--- src/rtl/arc_pkg.sv ---
// Package with shared types and constants of the address range coalescer.
package arc_pkg;
  localparam int MaxRanges = 16;
  localparam int AddrWidth = 64;

  localparam logic [1:0] StatusOk = 2'd0;
  localparam logic [1:0] StatusFull = 2'd1;
  localparam logic [1:0] StatusBad = 2'd2;

  typedef enum logic [1:0] {
    BK_IDLE,
    BK_INSERT,
    BK_FLUSH
  } back_state_t;
endpackage

--- src/rtl/arc_front.sv ---
// Front end: accepts commands, checks the range and queues them.
module arc_front #(
  parameter int ADDR_WIDTH = arc_pkg::AddrWidth
) (
  input  logic                  clk,
  input  logic                  rst_n,
  input  logic                  in_valid,
  output logic                  in_ready,
  input  logic                  in_cmd,
  input  logic [ADDR_WIDTH-1:0] in_first,
  input  logic [ADDR_WIDTH-1:0] in_last,
  output logic                  q_valid,
  input  logic                  q_pop,
  output logic                  q_cmd,
  output logic                  q_bad,
  output logic [ADDR_WIDTH-1:0] q_first,
  output logic [ADDR_WIDTH-1:0] q_last
);
  // Two-entry queue decouples the front from the table logic.
  logic [1:0]                  vld_r, vld_nxt;
  logic [1:0]                  cmd_r;
  logic [1:0]                  bad_r;
  logic [1:0][ADDR_WIDTH-1:0]  first_r;
  logic [1:0][ADDR_WIDTH-1:0]  last_r;
  logic                        push;

  assign in_ready = !vld_r[1];
  assign push = in_valid && in_ready;
  assign q_valid = vld_r[0];
  assign q_cmd = cmd_r[0];
  assign q_bad = bad_r[0];
  assign q_first = first_r[0];
  assign q_last = last_r[0];

  always_comb begin
    vld_nxt = vld_r;
    if (q_pop) begin
      vld_nxt = {1'b0, vld_r[1]};
    end
    if (push) begin
      if (!vld_nxt[0]) begin
        vld_nxt[0] = 1'b1;
      end else begin
        vld_nxt[1] = 1'b1;
      end
    end
  end

  always_ff @(posedge clk) begin
    if (!rst_n) begin
      vld_r <= '0;
    end else begin
      vld_r <= vld_nxt;
    end
  end

  // A push only happens while the second slot is free, so a pushed command
  // lands in the head slot unless the head stays occupied.
  always_ff @(posedge clk) begin
    if (push && (!vld_r[0] || q_pop)) begin
      cmd_r[0] <= in_cmd;
      bad_r[0] <= in_first > in_last;
      first_r[0] <= in_first;
      last_r[0] <= in_last;
    end else if (q_pop) begin
      cmd_r[0] <= cmd_r[1];
      bad_r[0] <= bad_r[1];
      first_r[0] <= first_r[1];
      last_r[0] <= last_r[1];
    end
    if (push && vld_r[0] && !q_pop) begin
      cmd_r[1] <= in_cmd;
      bad_r[1] <= in_first > in_last;
      first_r[1] <= in_first;
      last_r[1] <= in_last;
    end
  end
endmodule

--- config.mk ---
export PLATFORM = sky130hd
export DESIGN_NAME = arc_front
export DESIGN_NICKNAME = d
export VERILOG_FILES = /design/src/rtl/arc_pkg.sv /design/src/rtl/arc_front.sv
export SDC_FILE = /design/constraint.sdc
export NUM_CORES = 1
export LEC_CHECK = 0
export BUFFER_PORTS_ARGS = -buffer_cell sky130_fd_sc_hd__buf_2
export CAP_MARGIN = 0
export CORE_MARGIN = 8
export CORE_UTILIZATION = 31
export CTS_BUF_LIST = sky130_fd_sc_hd__clkbuf_4
export CTS_CLUSTER_SIZE = 20
export DETAILED_ROUTE_END_ITERATION = 8
export HOLD_SLACK_MARGIN = 0.08
export PLACE_DENSITY_LB_ADDON = 0.3
export SLEW_MARGIN = 20
export SYNTH_ARGS = -nofsm -noshare
export SYNTH_HDL_FRONTEND = slang
export SYNTH_SLANG_ARGS = --single-unit
export TNS_END_PERCENT = 20
--- constraint.sdc ---
create_clock -name clk -period 6.62 [get_ports clk]
set_clock_uncertainty 0.05 [all_clocks]
set_input_delay 0.331 -clock clk [delete_from_list [all_inputs] [get_ports clk]]
set_output_delay 0.331 -clock clk [all_outputs]
set_load 0.02 [all_outputs]
==> results of run 1 <==
[cells in the mapped netlist, types with 2 or more instances]
| master | instances | area (um2) |
|---|---|---|
| o21ai_0 | 4 | 20.0 |
| nand3_1 | 6 | 30.0 |
| edfxtp_1 | 260 | 7810 |
| buf_6 | 9 | 101 |
| buf_4 | 128 | 961 |
| nand4_1 | 15 | 93.8 |
| o21a_1 | 2 | 15.0 |
| mux2_1 | 51 | 574 |
| a21oi_1 | 28 | 140 |
| dfxtp_1 | 2 | 40.0 |
| inv_1 | 69 | 259 |
| nor4_1 | 2 | 12.5 |
| a21boi_0 | 2 | 15.0 |
| nand4_2 | 2 | 25.0 |
| ha_1 | 64 | 801 |
| mux2_4 | 78 | 1170 |
| a21o_1 | 3 | 22.5 |
| buf_2 | 6 | 30.0 |
| o21ai_1 | 5 | 25.0 |
| a21boi_1 | 2 | 15.0 |
| nand2_1 | 13 | 48.8 |
| nor2_1 | 6 | 22.5 |
| a211oi_1 | 6 | 45.0 |
[metrics by stage]
step,std cells,setup WS [ns]
after floorplan,782,2.11
after global placement,1435,3.20
after global routing,1696,3.20
after detailed placement,1435,3.16
after CTS,1692,3.34
final,1696,3.43
[report_power, final]
group,switching (mW),internal [mW],total (mW)
registers,0.0270,1.94,1.96
clock network,0.667,0.803,1.47
logic,0.311,0.246,0.556
total,1.00,2.98,3.99
[per-layer routing]
metal	track usage, %	wire (um)
met2	20.1	14300
met4	5.66	716
met1	14.5	12300
met5	0	13
met3	4.37	1970
[worst max path at each step]
stage	startpoint	end	slack, ns
floorplan	vld_r[0]	bad_r[0]	2.11
global placement	q_pop	q_last[32]	3.20
detailed placement	q_pop	q_last[26]	3.16
CTS	vld_r[0]	q_first[26]	3.34
global route	vld_r[0]	q_last[32]	3.20
finish	q_pop	q_first[26]	3.43
[sequential cells by signal, indices dropped and copies added, names as in the netlist]
signal   count
bad_r        2
q_first     64
vld_r        2
last_r      64
cmd_r        2
q_last      64
first_r     64
[cell type report]
class / count / area (um2)
Fill cell: 3749 / 24000
Sequential cell: 262 / 7850
Multi-Input combinational cell: 307 / 3250
Timing Repair Buffer: 404 / 2710
Clock buffer: 112 / 841
Tap cell: 525 / 657
Inverter: 70 / 263
Clock inverter: 12 / 73.8
Antenna cell: 4 / 10.0
[kinds of logic after synthesis]
family	Yosys count	share of synthesized area [%]
AOI/OAI and AO/OA	59	2.87
and+or+nand+nor	54	2.62
buffers and inverters	213	10.9
adders and majority gates	64	6.44
DFF	262	63.1
muxes	130	14.1
[worst reg2reg max path: cells and delay by family, from the launching register on]
family / cells / cell delay [ns]
flip-flops: 1 / 0.33
AND/OR/NAND/NOR: 3 / 1.55
buffers and inverters: 1 / 0.81
==> results.py, run 1 <==
metrics = {
    "logic_synthesis": {
        "syn-num-nets": 979,
        "postSynthCellCount": 782,
        "ys.flop_type": "edfxtp_1",
        "yosysSeqAreaShare_pct": 63.1,
        "ys_warn_count": 0,
        "synth_area_um2": 12400,
        "synthArstFlopShare_pct": 0,
        "synth_cell_type_count": 42,
        "ys_seq_elements": 262,
        "synth-edff-count": 260,
        "syn_avg_cell_area_um2": 15.9,
    },
    "sta": {
        "finalHoldViolCount": 0,
        "slew_viol_final": 0,
        "tns_ns": 0,
        "tightest_slew_ns": 0.905,
        "fmax_mhz": 313,
        "rsz0062_at_grt": "no",
        "fin_crit_sh_pct": 48.2,
        "setup_viol": 0,
        "period_needed_ns": 3.19,
        "holdWs_ns": 0.316,
        "relSlewSlack_pct": 39.7,
    },
    "worst_setup_path": {
        "cp.arrival_ns": 3.45,
        "path_cells": "dlygate4sd3_1 > buf_2 > nand2b_4 > and3_4 > or2_4 > buf_4",
        "crit_buf_inv": 3,
        "path_delay_family": "simple AND/OR/NAND/NOR gates",
        "crit_path_top_delay_cell": "or2_4",
        "critical_path.max_stage_delay_ns": 0.80,
        "r2r-start": "vld_r[0]",
        "startpoint_type": "input port",
        "setup.worst_path.end_class": "flop",
        "reg2reg_slack_ns": 3.47,
        "worstReg2RegEnd": "q_first[26]",
        "worstSetupPathDepth": 6,
        "cp.required_ns": 6.88,
        "crit_fanout": 61,
        "reg2reg_depth": 4,
        "path_class": "input port to flop",
    },
    "place": {
        "place_hpwl_mm": 20.1,
        "portBuffers": 264,
        "place.gp.congestion": 0.724,
        "placed_area_um2": 13400,
    },
    "hold_path": {
        "min_path_type": "input port to flop",
        "min_from": "in_last[23]",
        "worstHoldEndpoint": "last_r[87]",
        "hold_depth": 2,
    },
    "clock_tree": {
        "htree_num_levels": 3,
        "cts-root-buf": "clkbuf_4",
        "cts_buffers": 76,
        "cts_resized": 0,
        "cts_num_sinks": 262,
        "post-cts-setup-buffers": 0,
        "tritoncts": "built",
        "clockBufferDepth": 3,
        "clk_pin_slew_ns": 0.06,
        "clk_latency_ns": 0.70,
        "ctsHoldBuffers": 133,
    },
    "route": {
        "finalWirelength_mm": 29.2,
        "drc": 0,
        "first_pass_iters": 4,
        "drt_iter0_markers": 273,
        "ant_nets": 0,
        "viasPerCell": 4.20,
        "routedWlPerCell_um": 17.2,
        "vias": 7118,
    },
    "global_route": {
        "antenna_found_initial": 5,
        "grt_pass1_wl_mm": 44.9,
        "overflow": 0,
        "grt_usage_pct": 12.4,
        "grt_max_degree": 62,
        "grt_pass1_vias": 7832,
    },
    "floorplan": {
        "io_pins": 265,
        "core_area_um2": 39600,
        "num_rows": 73,
        "die_h_um": 216,
        "die_area_um2": 46800,
        "die_w_um": 216,
        "start_util_pct": 31.4,
    },
    "pwr": {
        "total_power_mw": 3.99,
        "power_density_nw_per_um2": 255,
        "ir_drop_mv": 0.138,
        "leakage_nw": 6.65,
    },
    "finish": {
        "final_common_cell": "buf_2",
        "final_core_util_pct": 39.5,
        "final_cell_mix": "264 x buf_2, 260 x edfxtp_1, 133 x dlygate4sd3_1",
        "nets": 1318,
        "final_layout_size_suffix_gt1_share_pct": 41.1,
        "areaGrowthSynthToFinish_pct": 25.8,
        "final_area_um2": 15700,
    },
    "job": {
        "maxCapViolations": 0,
    },
    "run_status": {
        "status": "finished, final reports clean",
    },
}
Power figures use the tool's default switching activity.
==> inputs of run 2 (changes only) <==
- ABC_AREA: unset -> 1
- clock period: 6.62 -> 2.8 ns (I/O delays scaled with it)
==> run 2 against run 1 <==
  * Clock power rose to 2.6 times the previous value
  * First-iteration DRC count rose by 78%
  * Critical endpoint is now q_last[38]
  * Register-to-register slack got worse by 2.8 ns
  * Synthesized area fell by 2.2%
  * Routed wire length rose by 11%
  * Synthesized cell count rose by 33%
  * Cell count rose by 22%
==> results.py, run 2 <==
metrics = {
    "worst_setup_path": {
        "r2r-start": "vld_r[1]",
        "reg2reg_depth": 6,
        "setup.worst_path.end_class": "flop",
        "startpoint_type": "flop",
        "reg2reg_slack_ns": 0.70,
        "cp.required_ns": 3.19,
        "worstReg2RegEnd": "q_last[38]",
        "crit_fanout": 69,
        "cp.arrival_ns": 2.49,
        "path_class": "flop to flop",
    },
    "pwr": {
        "swShare_pct": 26.6,
        "power_frac_seq_pct": 46.9,
        "power_density_nw_per_um2": 594,
        "power_frac_clock_pct": 38.2,
        "switching_power_mw": 2.66,
        "internal_power_mw": 7.33,
        "power_frac_comb_pct": 14.9,
        "ir_drop_mv": 0.291,
        "leakage_nw": 7.44,
    },
    "route": {
        "routedWlPerCell_um": 15.6,
        "viasPerCell": 4.21,
        "drc": 0,
        "first_pass_iters": 5,
        "ant_nets": 0,
        "drt_iter0_markers": 485,
        "finalWirelength_mm": 32.3,
        "vias": 8727,
    },
    "floorplan": {
        "start_util_pct": 31.4,
        "io_pins": 265,
        "core_area_um2": 38700,
        "die_area_um2": 45900,
        "num_rows": 72,
        "die_h_um": 214,
        "die_w_um": 214,
    },
    "clock_tree": {
        "cts_num_sinks": 262,
        "clk_latency_ns": 0.74,
        "htree_num_levels": 3,
        "clockBufferDepth": 3,
        "cts_buffers": 77,
        "cts_resized": 0,
        "tritoncts": "built",
        "cts-root-buf": "clkbuf_4",
        "clk_pin_slew_ns": 0.07,
    },
    "finish": {
        "final_layout_size_suffix_gt1_share_pct": 27.4,
        "areaGrowthSynthToFinish_pct": 38.0,
        "final_common_cell": "nand2_1",
        "nets": 1693,
        "final_cell_mix": "327 x nand2_1, 264 x dlygate4sd3_1, 264 x buf_2",
        "final_core_util_pct": 43.4,
    },
    "logic_synthesis": {
        "syn-num-nets": 1234,
        "postSynthCellCount": 1037,
        "synth_area_leaders": "edfxtp_1 64%, nand2_1 10%, buf_4 8.1%",
        "synth.most_common_cell": "nand2_1",
        "yosys.area.top_type": "edfxtp_1",
        "synth_area_um2": 12200,
        "synth-edff-count": 260,
        "ys_top_cells_by_count": "328 x nand2_1, 260 x edfxtp_1, 131 x buf_4, 79 x inv_1, 64 x ha_1",
        "yosysSeqAreaShare_pct": 64.5,
        "synth_cell_type_count": 29,
        "ys_seq_elements": 262,
        "ys.flop_type": "edfxtp_1",
        "syn_avg_cell_area_um2": 11.7,
        "synthDominantCellAreaShare_pct": 64.1,
        "ys_warn_count": 0,
        "synthArstFlopShare_pct": 0,
    },
    "sta": {
        "tns_ns": 0,
        "fin_crit_sh_pct": 75.1,
        "holdWs_ns": 0.213,
        "fmax_mhz": 476,
        "rsz0062_at_grt": "no",
        "setup_viol": 0,
        "tightest_slew_ns": 0.925,
        "period_needed_ns": 2.10,
        "relSlewSlack_pct": 38.3,
        "slew_viol_final": 0,
        "finalHoldViolCount": 0,
        "fin_ws_ns": 0.697,
    },
    "global_route": {
        "grt_pass1_vias": 9577,
        "grt_usage_pct": 14.0,
        "grt_pass1_wl_mm": 51.6,
        "grt_max_degree": 87,
        "overflow": 0,
        "antenna_found_initial": 3,
    },
    "hold_path": {
        "worstHoldEndpoint": "q_first[19]",
        "min_from": "in_first[19]",
        "min_path_type": "input port to flop",
        "hold_depth": 4,
    },
    "place": {
        "portBuffers": 264,
        "place_ws_ns": 0.577,
        "place.gp.congestion": 0.728,
        "place_hpwl_mm": 19.6,
    },
    "run_status": {
        "status": "finished, final reports clean",
    },
    "job": {
        "maxCapViolations": 0,
    },
}
==> run 2: cell count changes after synthesis, moves of 5 or more <==
cell | before | now
o21ai_2 | 0 | 20
nand2_1 | 13 | 328
clkbuf_1 | 0 | 5
inv_1 | 69 | 79
o21ai_0 | 4 | 10
o21ai_1 | 5 | 41
a211oi_1 | 6 | 0
nor2_1 | 6 | 19
nand4_1 | 15 | 5
mux2_4 | 78 | 0
mux2_1 | 51 | 0
==> run 2: worst max-delay path by stage <==
stage / start / end / slack [ns]
2_1_floorplan: vld_r[1] / bad_r[1] / -0.07
3_3_place_gp: vld_r[1] / q_first[28] / 0.60
3_5_place_dp: vld_r[1] / q_first[28] / 0.58
4_1_cts: vld_r[1] / q_first[36] / 0.54
5_1_grt: vld_r[1] / q_last[37] / 0.57
6_report: vld_r[1] / q_last[38] / 0.70
==> run 2: kinds of logic after synthesis <==
kind of cell               synth area share [%]
buffers and inverters                      12.1
adders and majority gates                  6.58
DFF                                        64.5
and+or+nand+nor                            11.7
AOI/OAI and AO/OA                          5.16
==> run 2: area by class of cell <==
class                      count  area [um2]
sequential                   262        7850
inverter                      83         319
clock inverter                24         178
fill                        3623       21900
antenna                        4        10.0
clock buffer                 112         841
timing repair buffer         536        4070
tap                          518         648
multi-input combinational    536        2890
==> run 2: critical path, cell delays in order (launching register included) <==
cell and delay [ns]:
dfxtp_2 0.36, inv_4 0.05, nand2_4 0.09, nor2_4 0.06, inv_6 0.27, buf_4 0.71, o21ai_1 0.15
==> run 2: what timing repair did <==
| action | 4_1_cts | 5_1_grt |
|---|---|---|
| buffers inserted | 0 | 0 |
| hold buffers | 264 | 0 |
| hold endpoints to repair | 391 | 0 |
==> run 2: metal layers <==
metal / global-route usage (%) / up-vias / wire length (um)
met4: 5.46 / 0 / 766
li1: - / 4360 / -
met5: 0 / - / 0
met2: 23.7 / 278 / 15900
met1: 16.1 / 4035 / 13400
met3: 5.02 / 54 / 2250
==> run 2: metrics by stage <==
stage | instance area (um2) | cells | total power, mW
3_3_place_gp | 13100 | 1671 | 5.96
4_1_cts | 16800 | 2071 | 10.2
3_5_place_dp | 13100 | 1671 | 5.98
6_report | 16800 | 2075 | 9.99
2_1_floorplan | 12200 | 1037 | 5.71
5_1_grt | 16800 | 2075 | 10.5
==> run 2: power groups by stage <==
stage,combinational (mW),clock [mW],sequential (mW)
detailed placement,1.22,0,4.76
global route,1.65,4.18,4.70
global placement,1.20,0,4.76
CTS,1.51,4.00,4.68
floorplan,0.966,0,4.74
finish,1.49,3.82,4.68
